==> src/hdl/rrfb_pkg.sv <==
package rrfb_pkg;

  // default screen geometry
  localparam int SCREEN_WIDTH_DEF  = 640;
  localparam int SCREEN_HEIGHT_DEF = 480;

  // field widths
  localparam int CMD_W    = 3;
  localparam int COORD_W  = 16;
  localparam int SRC_W    = 15;
  localparam int COLOUR_W = 16;
  localparam int COUNT_W  = 19;
  localparam int SEG_W    = 18;

  // stream widths
  localparam int IN_DATA_W  = 112;
  localparam int OUT_DATA_W = 40;
  localparam int OUT_PAD_W  = OUT_DATA_W - COLOUR_W - COUNT_W - 1;

  localparam logic [COUNT_W-1:0] COUNT_MAX = '1;

  typedef logic [CMD_W-1:0] cmd_t;

  // command codes
  localparam cmd_t CMD_CLEAR   = 3'd0;
  localparam cmd_t CMD_FILL    = 3'd1;
  localparam cmd_t CMD_OUTLINE = 3'd2;
  localparam cmd_t CMD_BLIT    = 3'd3;
  localparam cmd_t CMD_COUNT   = 3'd4;
  localparam cmd_t CMD_READ    = 3'd5;

  // controller to datapath
  typedef struct packed {
    logic       accept;
    logic       seg_load;
    logic [1:0] seg_sel;
    logic       clip_load;
    logic       walk_load;
    logic       walk_step;
    logic       result_load;
  } ctrl_t;

  // datapath to controller
  typedef struct packed {
    cmd_t cmd;
    logic empty;
    logic last;
    logic out_busy;
  } stat_t;

  function automatic logic is_read_cmd(cmd_t c);
    return (c == CMD_COUNT) || (c == CMD_READ);
  endfunction

endpackage

==> src/hdl/rrfb_ctrl.sv <==
module rrfb_ctrl (
  input  logic            clk,
  input  logic            rst,
  input  logic            in_valid,
  output logic            in_ready,
  input  rrfb_pkg::stat_t stat,
  output rrfb_pkg::ctrl_t ctrl
);

  localparam logic [2:0] S_IDLE  = 3'd0;
  localparam logic [2:0] S_SEG   = 3'd1;
  localparam logic [2:0] S_CLIP  = 3'd2;
  localparam logic [2:0] S_ADDR  = 3'd3;
  localparam logic [2:0] S_WALK  = 3'd4;
  localparam logic [2:0] S_DRAIN = 3'd5;
  localparam logic [2:0] S_DONE  = 3'd6;

  logic [2:0] state;
  logic [2:0] state_next;
  logic [1:0] seg_idx;
  logic [1:0] seg_idx_next;
  logic       more_segs;

  // outline runs four segments, everything else one
  assign more_segs = (stat.cmd == rrfb_pkg::CMD_OUTLINE) && (seg_idx != 2'd3);
  assign in_ready  = (state == S_IDLE);

  // next state and datapath commands
  always_comb begin
    state_next   = state;
    seg_idx_next = seg_idx;
    ctrl         = '0;
    ctrl.seg_sel = seg_idx;
    case (state)
      S_IDLE: begin
        if (in_valid) begin
          ctrl.accept  = 1'b1;
          seg_idx_next = 2'd0;
          state_next   = S_SEG;
        end
      end
      S_SEG: begin
        if (stat.cmd inside {rrfb_pkg::CMD_CLEAR, rrfb_pkg::CMD_FILL, rrfb_pkg::CMD_OUTLINE,
                             rrfb_pkg::CMD_BLIT, rrfb_pkg::CMD_COUNT, rrfb_pkg::CMD_READ}) begin
          ctrl.seg_load = 1'b1;
          state_next    = S_CLIP;
        end else begin
          state_next = S_DONE;
        end
      end
      S_CLIP: begin
        ctrl.clip_load = 1'b1;
        state_next     = S_ADDR;
      end
      S_ADDR: begin
        ctrl.walk_load = 1'b1;
        if (!stat.empty) begin
          state_next = S_WALK;
        end else if (more_segs) begin
          seg_idx_next = seg_idx + 2'd1;
          state_next   = S_SEG;
        end else begin
          state_next = S_DONE;
        end
      end
      S_WALK: begin
        ctrl.walk_step = 1'b1;
        if (stat.last) begin
          if (rrfb_pkg::is_read_cmd(stat.cmd)) begin
            state_next = S_DRAIN;
          end else if (more_segs) begin
            seg_idx_next = seg_idx + 2'd1;
            state_next   = S_SEG;
          end else begin
            state_next = S_DONE;
          end
        end
      end
      S_DRAIN: begin
        state_next = S_DONE;
      end
      S_DONE: begin
        if (!stat.out_busy) begin
          ctrl.result_load = 1'b1;
          state_next       = S_IDLE;
        end
      end
      default: begin
        state_next = S_IDLE;
      end
    endcase
  end

  // state registers
  always_ff @(posedge clk) begin
    if (rst) begin
      state   <= S_IDLE;
      seg_idx <= 2'd0;
    end else begin
      state   <= state_next;
      seg_idx <= seg_idx_next;
    end
  end

endmodule

==> config.mk <==
export PLATFORM = sky130hd
export DESIGN_NAME = rrfb_ctrl
export DESIGN_NICKNAME = d
export VERILOG_FILES = /design/src/hdl/rrfb_pkg.sv /design/src/hdl/rrfb_ctrl.sv
export SDC_FILE = /design/constraint.sdc
export NUM_CORES = 1
export LEC_CHECK = 0
export ABC_AREA = 1
export ABC_CLOCK_PERIOD_IN_PS = 2950
export BUFFER_PORTS_ARGS = -buffer_cell sky130_fd_sc_hd__buf_2
export CORE_AREA = 2 2 42 44
export CTS_CLUSTER_SIZE = 25
export DETAILED_ROUTE_END_ITERATION = 16
export DIE_AREA = 0 0 44 46
export PLACE_DENSITY = 0.62
export SLEW_MARGIN = 10
export SYNTH_ARGS = -nofsm -noshare
export SYNTH_HDL_FRONTEND = slang
export SYNTH_SLANG_ARGS = --single-unit
export TNS_END_PERCENT = 100
==> constraint.sdc <==
create_clock -name clk -period 2.95 [get_ports clk]
set_input_delay 0.295 -clock clk [delete_from_list [all_inputs] [get_ports clk]]
set_output_delay 0.295 -clock clk [all_outputs]
set_load 0.05 [all_outputs]
# Word-level counts from Yosys, hierarchy flattened
# Cells that the tools add are included.
[totals]
register_bits = 5
input_bits = 9
out_inout_bits = 9
wordCells = 51
[classes]
n_addsub = 1
eq_ne = 17
muxes = 23
n_reduce_logical = 8
[ops]
columns = ["cell", "n"]
rows = [
  ["3-bit 2-to-1 mux", 7],
  ["3-bit one-hot mux with 7 select lines", 1],
  ["3-bit equality test (second input constant)", 5],
  ["3-bit by 2-bit equality test with 1-bit output (second input constant)", 4],
  ["2-bit != test (second input constant)", 6],
  ["2-bit 2-to-1 mux", 5],
  ["1-bit 2-to-1 mux", 9],
  ["3-bit by 1-bit equality test with 1-bit output (second input constant)", 2],
  ["3-bit zero test", 2],
  ["2-bit one-hot mux with 3 select lines", 1],
  ["6-bit nonzero test", 1],
  ["5-bit AND reduction", 1],
  ["3-bit AND reduction", 1],
  ["3-bit nonzero test", 1],
  ["2-bit by 1-bit adder with 2-bit output (second input constant)", 1],
  ["1-bit logical AND", 1],
  ["1-bit logical OR", 1],
]

# Longest topological paths before layout
[depth]
word_depth = 6
ltp_mapped = 9
ltp_nobuf = 8

# Worst setup path before layout
# OpenSTA, ideal clock, no wires.
[synth_timing]
path_kind = "flip-flop to output port"
startpoint = "register state[2]"
endpoint = "output ctrl[0] (netlist name)"
t_arrival_ns = 1.972
required_time_ns = 2.655
slack_ns = 0.683
stages_incl_launch_ff = 4
n_path_buf = 1
cell_sequence = "dfxtp_1 buf_6 inv_8 nor4_1"
[synth_lines]
columns = ["item", "line_no", "rtl"]
rows = [
  ["start: declaration", "rrfb_ctrl.sv:18", "logic [2:0] state;"],
  ["start signal: assignment", "rrfb_ctrl.sv:100", "state <= state_next;"],
  ["end: declaration", "rrfb_ctrl.sv:7", "output rrfb_pkg::ctrl_t ctrl"],
]

==> metrics <==
YS warnings 0; antenna viol nets, final 0; max-slew violations 0; post-DR wirelength/cell 8.89 um; Max Clk Rate 600 MHz; Post-Synthesis Cells 79; count leader, synth nand2_1; Yosys top cell by area dfxtp_1; grt ovf 0; Worst Setup Path Type reg2out; Core ar. 1610 um2; Worst-path clk slew 0.04 ns; Post-CTS Resized 0; top-area cell type share of the netlist area 22.0%; first-pass GRT wire length 1720 um; Avg Cell Area, Syn 5.75 um2; DR WL met2 ~460 um; critical path's top delay family flip-flops; full die area 2020 um2; Primary FF master, synth dfxtp_1; Seq/Total Area, Yosys 22.0%; drt via density 4.50; DR WL met3 between 100 and 150 um; endpoints failing hold 0; port buffer count 17; final WL 1020 um; pwr/cell area 944 nW/um2; Min-Delay Path Class in2reg; setup TNS 0 ns; slowest stage delay, CP 0.55 ns; CP endpoint kind output pin; Tcrit/Tclk final between 50 and 60%; worst skew pair latency 0.24 ns; number of antenna violations at the first check in global routing 0; Post-Syn Area 454 um2; final setup fails 0; vias post-DR 518; chip height 46 um; RD Place Congestion 0.786; syn nets 89; Synth cell types 20; Final Util 35.2%; clock sinks 5; hold_buf cts 0; Clock Tree Root clkbuf_4; Synth Register Bits 5; wl on met1 approximately 440 um; IO Pins 18; # DRC 0; CTS tree built; Initial Util about 28%; EDFF count, synth 0; status finished clean; Post-CTS Setup Bufs 0; Area Overhead vs Synth 25.1%; FP Rows 15; Pleak ~0.35 nW; DRT iter0 DRCs 9; worst hold slack 0.254 ns; minimum clock period approximately 1.7 ns; number of global-route vias before repair 418; layout cells sized above 1 25.5%; crit-path cells inv_8 -> nor4_1 -> buf_2; top cells by area, synth dfxtp_1, nand2_1, inv_1; Clock Path Buffers 2; nets@finish 109; CP Buf/Inv Count 2; Slew @ Worst Pin between 0.3 and 0.4 ns; CP required 2.65 ns; DPL Wire Length 844 um; GR Util All Layers roughly an eighth; Slowest cell on crit path dfxtp_1; relative slew slack 73.9%; CTS buffer count 3; largest net degree at the start of global routing 9; share of async-settable or async-resettable flops after synthesis 0%; Worst EP arrival 1.37 ns; RSZ-0062 raised after global routing no; H-tree levels 1; Power, Total 536 uW; crit-path max FO 8; die width between 40 and 50 um; Max-Cap Viols 0; skew final 0.00309 ns; Post-synth top cells nand2_1, inv_1, nor2_1; highest routed layer met4; n_diodes 0; number of fill cells in the layout 189; Startpoint Class flop; First-pass DRT Iterations 4; Max IR drop VDD 0.000288 V
worst register-to-register path, stage by stage, from the launching register on:
cell and delay, ns:
dfxtp_1 0.55, inv_8 0.06, nand3_1 0.13, nand2_1 0.08
nand2_2 0.08, nand3_2 0.09, and2_1 0.14, nor2_1 0.09
kinds of logic (layout without fill, tap and decap cells):
| logic type | Yosys count | after routing | share of synthesized area [%] |
|---|---|---|---|
| compound gates | 6 | 6 | 7.16 |
| buf+inv | 16 | 35 | 17.4 |
| fa+ha+maj | 1 | 1 | 2.75 |
| simple gates | 51 | 51 | 50.7 |
| flops | 5 | 5 | 22.0 |
state kept, by name, summed over array words and instances (netlist names):
signal / flops
state: 3
seg_idx: 2
report_power, final:
group          leakage [nW]  internal, mW  switching (mW)  total, mW
Clock                0.0150        0.0511          0.0267     0.0778
Combinational         0.290        0.0937           0.241      0.335
Sequential           0.0411        0.0902          0.0332      0.123
placed cells by master (no fill, tap or decap):
| master | instances |
|---|---|
| a21oi_1 | 3 |
| dfxtp_1 | 5 |
| nand3_2 | 1 |
| clkbuf_4 | 3 |
| inv_8 | 1 |
| nor2_1 | 11 |
| clkbuf_1 | 1 |
| nand2_2 | 2 |
| nor2_2 | 1 |
| nor4_1 | 1 |
| nor3_1 | 2 |
| inv_1 | 13 |
| ha_1 | 1 |
| a21boi_0 | 1 |
| nand4_1 | 3 |
| nand3_1 | 6 |
| nand2_1 | 22 |
| o21ai_0 | 2 |
| buf_2 | 17 |
| and2_1 | 1 |
| or2_1 | 1 |
area by class of cell:
cell class,count,area (um2),area share (%)
inverters,14,60.1,10.6
well taps,17,21.3,3.74
flip-flops and latches,5,100,17.6
multi-input cells,58,275,48.5
repair buffers,17,85.1,15.0
clock buffers,4,26.3,4.63
final timing paths:
| check | depth (start not counted) | start | slack, ns | endpoint |
|---|---|---|---|---|
| min reg2reg | 4 | seg_idx[1]$_SDFFE_PP0P_ | 0.53 | seg_idx[1]$_SDFFE_PP0P_ |
| min | 2 | rst | 0.25 | state[1]$_SDFFE_PP0P_ |
| max reg2reg | 7 | state[2]$_SDFFE_PP0P_ | 1.66 | seg_idx[0]$_SDFFE_PP0P_ |
| max | 3 | state[2]$_SDFFE_PP0P_ | 1.28 | ctrl[0] |
through the flow:
| step | area, um2 | worst slack, ns | std cells |
|---|---|---|---|
| 3_3_place_gp | 542 | 1.56 | 111 |
| 2_1_floorplan | 454 | 0.683 | 79 |
| 4_1_cts | 568 | 1.27 | 115 |
| 5_1_grt | 568 | 1.19 | 115 |
| 6_report | 568 | 1.28 | 115 |
| 3_5_place_dp | 542 | 1.54 | 111 |
per-layer routing:
metal | up-vias | track usage, %
met1 | 206 | 15.6
li1 | 285 | -
met2 | 25 | 15.9
met5 | - | 0
met3 | 2 | 4.37
met4 | 0 | 7.27
Power figures use the tool's default switching activity.
